### src/rtl/bis_pkg.sv
// ----------------------------------------------------------------------------
// bis_pkg
// Shared types and constants of the bounded identifier set unit.
// ----------------------------------------------------------------------------
package bis_pkg;

    // fixed field widths of the request and result transfers
    localparam int ID_IN_W     = 16;
    localparam int INDEX_W     = 6;
    localparam int SIZE_W      = 7;
    localparam int IN_TDATA_W  = 24;
    localparam int OUT_TDATA_W = 32;

    // request operation, carried on tuser
    typedef enum logic [1:0] {
        OP_ADD    = 2'd0,
        OP_REMOVE = 2'd1,
        OP_LOOKUP = 2'd2,
        OP_READ   = 2'd3
    } t_op;

    // sequencer states
    typedef enum logic [2:0] {
        ST_IDLE,
        ST_SCAN,
        ST_SHIFT,
        ST_RDWAIT,
        ST_OUT
    } t_state;

    // result item, status in the lowest bit
    typedef struct packed {
        logic              empty_res;
        logic [SIZE_W-1:0] size;
        logic [ID_IN_W-1:0] read_id;
        logic              found;
        logic              status;
    } t_result;

    localparam int RES_W = $bits(t_result);

endpackage

### src/rtl/bounded_id_set_unit.sv
// ----------------------------------------------------------------------------
// bounded_id_set_unit
// Set of up to CAPACITY nonzero identifiers kept in contiguous memory slots.
// ----------------------------------------------------------------------------
// The set lives in one single-port-read memory of CAPACITY entries plus a
// member count; one request is taken at a time. Add, remove and lookup scan
// the occupied slots one per cycle through the memory read port; a scan ends
// at a hit or after the last occupied slot. A remove that hits at slot p then
// moves the later entries down one per cycle. Add of zero or to a full set,
// remove or lookup of zero, and a read past the count skip the scan and go
// straight to the output state; a valid read first waits for the memory read.
// Slots past the count are never read, so there is no clearing pass after
// reset. A finished result waits in the output register while the next
// request is already accepted.
module bounded_id_set_unit #(
    parameter int CAPACITY = 64,
    parameter int ID_WIDTH = 16
) (
    input  logic                            i_clk,
    input  logic                            i_rst_n,
    // request: tdata = id [15:0], index [21:16]; tuser = operation [1:0]
    input  logic                            s_axis_tvalid,
    output logic                            s_axis_tready,
    input  logic [bis_pkg::IN_TDATA_W-1:0]  s_axis_tdata,
    input  logic [1:0]                      s_axis_tuser,
    // result: tdata = status [0], found [1], read_id [17:2], size [24:18],
    //         empty_res [25]
    output logic                            m_axis_tvalid,
    input  logic                            m_axis_tready,
    output logic [bis_pkg::OUT_TDATA_W-1:0] m_axis_tdata
);
    import bis_pkg::*;

    localparam int AW = $clog2(CAPACITY);
    localparam int CW = $clog2(CAPACITY + 1);
    localparam int XW = (CW > INDEX_W) ? CW : INDEX_W;

    // slot memory
    logic [ID_WIDTH-1:0] mem [CAPACITY];

    // control registers
    t_state        r_state, n_state;
    logic [CW-1:0] r_count, n_count;
    logic          r_vld, n_vld;
    logic          r_ovld, n_ovld;

    // payload registers
    logic [CW-1:0]       r_k, n_k;
    logic [AW-1:0]       r_vk, n_vk;
    t_op                 r_op, n_op;
    logic [ID_WIDTH-1:0] r_id, n_id;
    t_result             r_res, n_res;
    t_result             r_odata, n_odata;
    logic [ID_WIDTH-1:0] r_rd_data;

    // memory access controls
    logic                rd_en;
    logic [AW-1:0]       rd_addr;
    logic                wr_en;
    logic [AW-1:0]       wr_addr;
    logic [ID_WIDTH-1:0] wr_data;

    logic                hit;
    logic                out_free;
    logic [ID_WIDTH-1:0] in_id;
    logic [INDEX_W-1:0]  in_idx;

    assign s_axis_tready = (r_state == ST_IDLE);
    assign m_axis_tvalid = r_ovld;
    assign m_axis_tdata  = {(OUT_TDATA_W - RES_W)'(0), r_odata};

    assign in_id    = ID_WIDTH'(s_axis_tdata[ID_IN_W-1:0]);
    assign in_idx   = s_axis_tdata[ID_IN_W +: INDEX_W];
    assign hit      = r_vld && (r_rd_data == r_id);
    assign out_free = !r_ovld || m_axis_tready;

    // sequencer: next state, memory accesses and result
    always_comb begin
        n_state = r_state;
        n_count = r_count;
        n_vld   = 1'b0;
        n_ovld  = r_ovld && !m_axis_tready;
        n_k     = r_k;
        n_vk    = r_vk;
        n_op    = r_op;
        n_id    = r_id;
        n_res   = r_res;
        n_odata = r_odata;
        rd_en   = 1'b0;
        rd_addr = r_k[AW-1:0];
        wr_en   = 1'b0;
        wr_addr = r_vk - AW'(1);
        wr_data = r_rd_data;

        unique case (r_state)
            ST_IDLE: begin
                if (s_axis_tvalid) begin
                    n_op  = t_op'(s_axis_tuser);
                    n_id  = in_id;
                    n_k   = '0;
                    n_res = '{empty_res: (r_count == '0), size: SIZE_W'(r_count),
                              read_id: '0, found: 1'b0, status: 1'b0};
                    unique case (t_op'(s_axis_tuser))
                        OP_ADD: begin
                            if (in_id == '0 || r_count >= CW'(CAPACITY)) begin
                                n_res.status = 1'b1;
                                n_state      = ST_OUT;
                            end else begin
                                n_state = ST_SCAN;
                            end
                        end
                        OP_REMOVE: begin
                            if (in_id == '0) begin
                                n_res.status = 1'b1;
                                n_state      = ST_OUT;
                            end else begin
                                n_state = ST_SCAN;
                            end
                        end
                        OP_LOOKUP: begin
                            n_state = (in_id == '0) ? ST_OUT : ST_SCAN;
                        end
                        OP_READ: begin
                            if (XW'(in_idx) < XW'(r_count)) begin
                                rd_en   = 1'b1;
                                rd_addr = AW'(in_idx);
                                n_state = ST_RDWAIT;
                            end else begin
                                n_state = ST_OUT;
                            end
                        end
                        default: n_state = ST_OUT;
                    endcase
                end
            end

            // one slot read per cycle, compared in the cycle after the read
            ST_SCAN: begin
                if (hit) begin
                    priority case (r_op)
                        OP_ADD: begin
                            n_res.status = 1'b1;
                            n_state      = ST_OUT;
                        end
                        OP_LOOKUP: begin
                            n_res.found = 1'b1;
                            n_state     = ST_OUT;
                        end
                        OP_REMOVE: begin
                            n_k     = CW'(r_vk) + CW'(1);
                            n_state = ST_SHIFT;
                        end
                        default: n_state = ST_OUT;
                    endcase
                end else if (!r_vld && r_k >= r_count) begin
                    priority case (r_op)
                        OP_ADD: begin
                            wr_en   = 1'b1;
                            wr_addr = r_count[AW-1:0];
                            wr_data = r_id;
                            n_count = r_count + CW'(1);
                            n_res.size      = SIZE_W'(r_count + CW'(1));
                            n_res.empty_res = 1'b0;
                        end
                        OP_REMOVE: n_res.status = 1'b1;
                        default:   n_res.found  = 1'b0;
                    endcase
                    n_state = ST_OUT;
                end else begin
                    rd_en = (r_k < r_count);
                    n_vld = rd_en;
                    n_vk  = r_k[AW-1:0];
                    if (rd_en) begin
                        n_k = r_k + CW'(1);
                    end
                end
            end

            // move later entries down: read slot k, write it to k - 1
            ST_SHIFT: begin
                if (r_vld) begin
                    wr_en = 1'b1;
                end
                if (!r_vld && r_k >= r_count) begin
                    n_count         = r_count - CW'(1);
                    n_res.size      = SIZE_W'(r_count - CW'(1));
                    n_res.empty_res = (r_count == CW'(1));
                    n_state         = ST_OUT;
                end else begin
                    rd_en = (r_k < r_count);
                    n_vld = rd_en;
                    n_vk  = r_k[AW-1:0];
                    if (rd_en) begin
                        n_k = r_k + CW'(1);
                    end
                end
            end

            ST_RDWAIT: begin
                n_res.read_id = ID_IN_W'(r_rd_data);
                n_state       = ST_OUT;
            end

            // hand the result to the output register once it is free
            ST_OUT: begin
                if (out_free) begin
                    n_ovld  = 1'b1;
                    n_odata = r_res;
                    n_state = ST_IDLE;
                end
            end

            default: n_state = ST_IDLE;
        endcase
    end

    // control state
    always_ff @(posedge i_clk) begin
        if (!i_rst_n) begin
            r_state <= ST_IDLE;
            r_count <= '0;
            r_vld   <= 1'b0;
            r_ovld  <= 1'b0;
        end else begin
            r_state <= n_state;
            r_count <= n_count;
            r_vld   <= n_vld;
            r_ovld  <= n_ovld;
        end
    end

    // payload
    always_ff @(posedge i_clk) begin
        r_k     <= n_k;
        r_vk    <= n_vk;
        r_op    <= n_op;
        r_id    <= n_id;
        r_res   <= n_res;
        r_odata <= n_odata;
    end

    // slot memory, registered read
    always_ff @(posedge i_clk) begin
        if (wr_en) begin
            mem[wr_addr] <= wr_data;
        end
        if (rd_en) begin
            r_rd_data <= mem[rd_addr];
        end
    end

endmodule

### config.mk
export PLATFORM = sky130hd
export DESIGN_NAME = bounded_id_set_unit
export DESIGN_NICKNAME = d
export VERILOG_FILES = /design/src/rtl/bis_pkg.sv /design/src/rtl/bounded_id_set_unit.sv
export SDC_FILE = /design/constraint.sdc
export NUM_CORES = 1
export LEC_CHECK = 0
export BUFFER_PORTS_ARGS = -buffer_cell sky130_fd_sc_hd__buf_2
export CAP_MARGIN = 0
export CELL_PAD_IN_SITES_DETAIL_PLACEMENT = 1
export CELL_PAD_IN_SITES_GLOBAL_PLACEMENT = 2
export CORE_MARGIN = 2
export CORE_UTILIZATION = 35
export DETAILED_ROUTE_END_ITERATION = 6
export PLACE_DENSITY_LB_ADDON = 0.3
export SETUP_SLACK_MARGIN = 0.1
export SLEW_MARGIN = 20
export SYNTH_ARGS = -nofsm -noshare
export SYNTH_HDL_FRONTEND = slang
export SYNTH_SLANG_ARGS = --single-unit
### constraint.sdc
create_clock -name i_clk -period 4.5 [get_ports i_clk]
set_input_delay 0.225 -clock i_clk [delete_from_list [all_inputs] [get_ports i_clk]]
set_output_delay 0.225 -clock i_clk [all_outputs]
set_load 0.005 [all_outputs]
# Word-level counts from Yosys, hierarchy flattened
# Memories as Yosys holds them, arrays and structs flattened. A register that Yosys moved wholly into a read port is not among the register bits.
# Index checks and enable logic that the tools add are counted.
# Widths: inputs -> output; s select.
totals:
  in_bits: 30
  memories: 1
  ramBits: 1024
  register_bits: 95
  output_inout_bits: 34
mem_list:
  columns: ["name", "depth", "width", "read_ports", "rd_clocked_by_memory_dff", "write_ports", "line_no", "rtl"]
  rows:
  - ["mem", 64, 16, 1, 1, 1, "bounded_id_set_unit.sv:39", "logic [ID_WIDTH-1:0] mem [CAPACITY];"]
classes:
  n_addsub: 5
  reduce_logical: 29
  n_eq_ne: 23
  n_mux: 69
  order_cmp: 4
op_table:
  columns: ["cell", "n"]
  rows:
  - ["$mux 16", 4]
  - ["$mux 7", 9]
  - ["$mux 6", 10]
  - ["$mux 8", 4]
  - ["$pmux 16 s2", 1]
  - ["$mux 26", 1]
  - ["$mux 3", 8]
  - ["$pmux 8 s3", 1]
  - ["$pmux 7 s3", 1]
  - ["$mux 1", 19]
  - ["$eq 16x16->1", 1]
  - ["$logic_not 16->1", 1]
  - ["$pmux 3 s5", 1]
  - ["$reduce_and 5->1", 3]
  - ["$add 7x1->7 const B", 2]
  - ["$pmux 7 s2", 1]
  - ["$ne 3x2->1 const B", 4]
  - ["$pmux 6 s2", 1]
  - ["$ne 2x2->1 const B", 5]
  - ["$reduce_and 2->1", 5]
  - ["$pmux 3 s3", 1]
  - ["$add 6x1->7 const B", 1]
  - ["$eq 7x1->1 const B", 1]
  - ["$ge 7x7->1", 1]
  - ["27 further kinds", 44]

# Logic depth before layout (Yosys ltp)
logic_depth:
  word_depth: 7
  mapped_depth: 16
  depth_no_buf: 11

# Worst setup path before layout
# OpenSTA, ideal clock, no wires.
synth_timing:
  path_type: "register to register"
  from: "register r_k[0]"
  to: "memory mem[37][0], enable pin"
  arrival_time_ps: 4037
  n_path_buf: 4
  path_stages_with_launch: 16
  required_time_ps: 4112
  synth_period_minus_slack_ps: 4425
  setup_slack_ps: 75
  path_cell_list: "edfxtp_1 > clkbuf_1 > clkinv_1 > clkbuf_1 > clkbuf_1 > ha_1 > nand2b_1 > a21o_1 > a21oi_1 > o21a_1 > or3_1 > buf_2 > mux2_2 > a2111oi_1 > nand2b_1 > nor2_1"
synth_via:
  elab_chain_cells: 7
synth_lines:
  columns: ["element", "line_no", "rtl"]
  rows:
  - ["from (decl)", "bounded_id_set_unit.sv:48", "logic [CW-1:0] r_k, n_k;"]
  - ["from (signal assigned)", "bounded_id_set_unit.sv:234", "r_k <= n_k;"]
  - ["$ge 7x7->1 *", "bounded_id_set_unit.sv:155", "end else if (!r_vld && r_k >= r_count) begin"]
  - ["$logic_and 1x1->1 *", "bounded_id_set_unit.sv:155", null]
  - ["$mux 1", "bounded_id_set_unit.sv:155", null]
  - ["$mux 1", "bounded_id_set_unit.sv:139", "if (hit) begin"]
  - ["$pmux 1 s2", "bounded_id_set_unit.sv:95", "unique case (r_state)"]
  - ["$mux 1", "bounded_id_set_unit.sv:244", "if (wr_en) begin"]
  - ["$mux 1 (not written as such)", "bounded_id_set_unit.sv:245", "mem[wr_addr] <= wr_data;"]
  - ["to (decl)", "bounded_id_set_unit.sv:39", null]
# Every way passes the cells marked *; elsewhere a longest branch is shown, timed or not.

# Worst setup path after layout
layout_timing:
  from: "register r_count[4]"
  to: "register r_rd_data[14], read port of mem, data pin"
layout_via:
  elab_chain_cells: 5
layout_lines:
  columns: ["element", "line_no", "rtl"]
  rows:
  - ["from (decl)", "bounded_id_set_unit.sv:43", "logic [CW-1:0] r_count, n_count;"]
  - ["from (signal assigned)", "bounded_id_set_unit.sv:226", "r_count <= n_count;"]
  - ["$lt 6x7->1 or $ge 7x7->1 (tied branches)", "bounded_id_set_unit.sv:124, bounded_id_set_unit.sv:155, bounded_id_set_unit.sv:184", null]
  - ["$mux 1 (tied with other cells)", "bounded_id_set_unit.sv:124", "if (XW'(in_idx) < XW'(r_count)) begin"]
  - ["$mux 1 (tied with other cells)", "bounded_id_set_unit.sv:103", "unique case (t_op'(s_axis_tuser))"]
  - ["$mux 1 (tied with other cells)", "bounded_id_set_unit.sv:97", "if (s_axis_tvalid) begin"]
  - ["$pmux 1 s3 or $mux 6 (tied branches)", "bounded_id_set_unit.sv:95", null]
  - ["to (decl)", "bounded_id_set_unit.sv:54", "logic [ID_WIDTH-1:0] r_rd_data;"]
# Parallel ways exist; a longest one is shown, timed or not.
# A chain may end at the register's enable or synchronous reset.

==> results.md <==
- F_max: 237 MHz
- Crit path buf inv count: 3
- Post-synth ARST share: 0%
- GRT Overall Usage: between 20 and 25%
- Combinational share of power: ~14%
- Critical Path Max Stage Delay: ~560 ps
- Relative slew slack: 34.7%
- R2R Setup Slk: 290 ps
- CTS tree: done
- Critical Path RT: ~5000 ps
- Initial antenna violation count: 7
- Internal Power: between 15 and 20 mW
- Final hold violations: 0
- Seq pwr share: approximately 47%
- VDD IR max: about 380 uV
- Vias: between 30,000 and 40,000
- CP Max Fanout: 68
- Distinct cells, synth: 80
- Via/cell ratio: roughly 5.9
- Area fraction of the dominant cell type after synthesis: 67.3%
- H-tree levels: 4
- Largest net degree at the start of global routing: ~170
- Synth warn: 0
- Vias in the first global route: around 35,000
- Clock Path Buffers: 3
- Post-Syn Area: between 50,000 and 60,000 um2
- Synth cell count leaders: 1,123 x edfxtp_1, 530 x nand2_1, 245 x nand3_1
- Area growth from synthesis to layout: 15.9%
- Crit path time final: ~4200 ps
- Final Max Slew Viols: 0
- Core ar.: about 140,000 um2
- Clk slew on worst S/H paths: 60 ps
- Most used DFF post-synth: edfxtp_1
- Number of enable flip-flop cells after synthesis: between 1,000 and 1,500
- PwrDens: roughly 440 nW/um2
- Global route hottest layer: met2
- Placer congestion estimate: between 0.8 and 0.9
- Switching share of power: 27.8%
- Initial DRC Count: around 3,400
- Effective utilization at floorplan: roughly 35%
- Worst r2r src: r_count[4]
- Max-cap viol count: 0
- Seq/Total Area, Yosys: about two thirds
- CTS root buf: clkbuf_16
- Worst setup path startpoint: r_count[4]
- RSZ-0062 raised after global routing: false
- Final setup violation count: 0
- CTS Buf Count: 130
- Most numerous cell in the Yosys netlist: edfxtp_1
- CP top delay family: compound AO/OA/AOI/OAI gates
- First-pass GRT wire length: between 200 and 250 mm
- Final instance area: a little under 60,000 um2
- CTS sink count: 1,135
- Cell depth of the worst setup path: 13
- Switching Power: between 7 and 8 mW
- Average size of a mapped cell: about 13 um2
- Post-Synthesis Cells: 3,905
- Most area-hungry cell type in the Yosys netlist: edfxtp_1
- End point of the critical path: r_rd_data[14]
- Critical Path Sink Type: flop
- Die X: 382 um
- DRC violations left: 0
- Slowest cell on crit path: o311a_4
- Met2 Usage GRT: between 30% and 40%
- Detail Placement HPWL: just over 100 mm
- Total negative slack: 0 ps
- Buffers on Ports: 55
- Initial DRT Pass Iterations: 5
- Fin Hold WS: 231 ps
- Overflow after GRT: 0
- Outcome: completed
- I/O pins: 64
- Hold Path Cell Cnt: 2
- Crit start category: flop
- Die Height: approximately 380 um
- Lkg Pwr: between 15 and 20 nW
- Worst reg2reg path depth: 13
- Post-CTS Setup Bufs: 0
- Layout cell share with drive strength beyond 1: a little over an eighth
- Crit-path cells: inv_1 -> ha_1 -> a211o_1 -> o211ai_1 -> o311a_4 -> buf_12 -> a21oi_1 -> a311oi_1 -> o22ai_1 -> nor4_1 -> buf_4 -> and4_1 -> nand4_1
- Post-Route WL: about 170 mm
- Slew @ Worst Pin: around 980 ps
- Utilization after layout: 41.0%
- Worst Skew: around 54 ps
- Hold Path Class: input pin to flop
- Die Area: 146,000 um2
- Met3 Use GR: 3.02%
- WL/cell: approximately 29 um
- Area contributors post-synth: edfxtp_1 67%, nand2_1 4.0%, a311oi_1 2.5%
- Crit path DAT: 4750 ps
- Crit Path Category: flop to flop
- Cell Rows: roughly 140
- NumNets Final: ~4,100
- RR Endpoint: r_rd_data[14]
- Post-route ant nets: 0
- GR Layer Usage met1: 33.4%
- Area after DPL: approximately 54,000 um2
- Synthesis-stage register bit count: between 1,000 and 1,500
- Clock Latency Late Sink: roughly 800 ps
- Period utilization: a little over nine tenths
- Clock network fraction of total power: 39.1%
==> cells by family (layout without fill, tap and decap cells) <==
| kind of cell | after synthesis | in the layout | synth area share [%] |
|---|---|---|---|
| other | 1 | 8 | 0.00749 |
| adder cells (fa/ha/maj) | 22 | 22 | 0.549 |
| multiplexers | 70 | 70 | 1.40 |
| buffers and inverters | 356 | 556 | 3.17 |
| AND/OR/NAND/NOR | 1262 | 1262 | 12.1 |
| XOR/XNOR | 40 | 40 | 0.699 |
| AO/OA/AOI/OAI | 1019 | 1019 | 14.3 |
| flip-flops | 1135 | 1135 | 67.8 |
==> power groups by stage <==
stage               combinational, mW  sequential [mW]  clock [mW]
floorplan                        2.03             12.1           0
finish                           3.62             11.9        10.0
global placement                 3.55             12.2           0
detailed placement               3.59             12.2           0
CTS                              3.62             11.9        10.2
global route                     3.86             12.0        10.6
==> placed cells by master, fill, tap and decap left out, types with 7 or more instances in the layout <==
master / netlist / layout
a211o_1: 51 / 51
a211oi_1: 161 / 161
a21oi_1: 156 / 155
a221oi_1: 33 / 33
a22oi_1: 20 / 20
a311oi_1: 144 / 144
a31oi_1: 70 / 70
a32oi_1: 82 / 82
and2_1: 17 / 17
and3_1: 87 / 85
and4_1: 17 / 17
buf_12: 0 / 48
buf_2: 93 / 54
buf_4: 22 / 192
clkbuf_1: 203 / 31
clkbuf_16: 0 / 130
clkinv_1: 2 / 20
clkinv_2: 0 / 18
dfxtp_1: 12 / 12
dlygate4sd3_1: 0 / 22
edfxtp_1: 1123 / 1123
ha_1: 22 / 22
inv_1: 17 / 16
mux2i_1: 68 / 68
nand2_1: 530 / 511
nand2_2: 1 / 14
nand2b_1: 140 / 140
nand3_1: 245 / 243
nand4_1: 54 / 54
nor2_1: 109 / 103
nor2_2: 3 / 7
nor3_1: 16 / 15
nor4_1: 23 / 22
o21ai_0: 175 / 173
o22ai_1: 72 / 72
xnor2_1: 30 / 30
xor2_1: 10 / 10
==> cell type report <==
type                    instances  area [um2]
well taps                    1890        2360
inverters                      20        82.6
fillers                     14600       83700
clock buffers                 163        3400
clock inverters                56         561
diodes                          2        5.00
multi-input cells            2419       14800
flip-flops and latches       1135       34000
repair buffers                317        2900
==> sequential cells by signal, summed over array words and instances (netlist names) <==
| signal | flops |
|---|---|
| r_res | 26 |
| r_k | 7 |
| r_id | 16 |
| r_op | 2 |
| r_count | 7 |
| m_axis_tvalid | 1 |
| r_state | 3 |
| r_vld | 1 |
| mem | 1024 |
| r_vk | 6 |
| r_rd_data | 16 |
| m_axis_tdata | 26 |
==> routing by layer <==
| metal | vias to the layer above | wire [um] |
|---|---|---|
| li1 | 15500 | - |
| met1 | 18400 | 78500 |
| met2 | 1072 | 77600 |
| met3 | 225 | 9780 |
| met4 | 0 | 5340 |
| met5 | - | 0 |
==> worst min path at each step <==
stage                                from               end  slack, ps
after global placement          r_res[25]  m_axis_tdata[25]        400
after global routing      s_axis_tdata[6]           r_id[6]        220
after floorplan           s_axis_tdata[0]           r_id[0]        320
after CTS                 s_axis_tdata[0]           r_id[0]        190
after detailed placement        r_res[15]  m_axis_tdata[15]        410
final                     s_axis_tdata[1]           r_id[1]        230
==> what timing repair did <==
action                                  CTS  global route
endpoints found under the setup margin    0           154
hold endpoints to repair                 32             0
gates resized for setup                   0             1
hold buffers                             22             0
==> per-stage QoR <==
step	setup slack, ps	cells	power [mW]
finish	288	6002	25.6
global route	108	6000	26.4
CTS	191	6000	25.8
detailed placement	265	5759	15.8
global placement	225	5759	15.7
floorplan	74.5	3910	14.2
No activity file was read; power rests on OpenSTA's default activity.
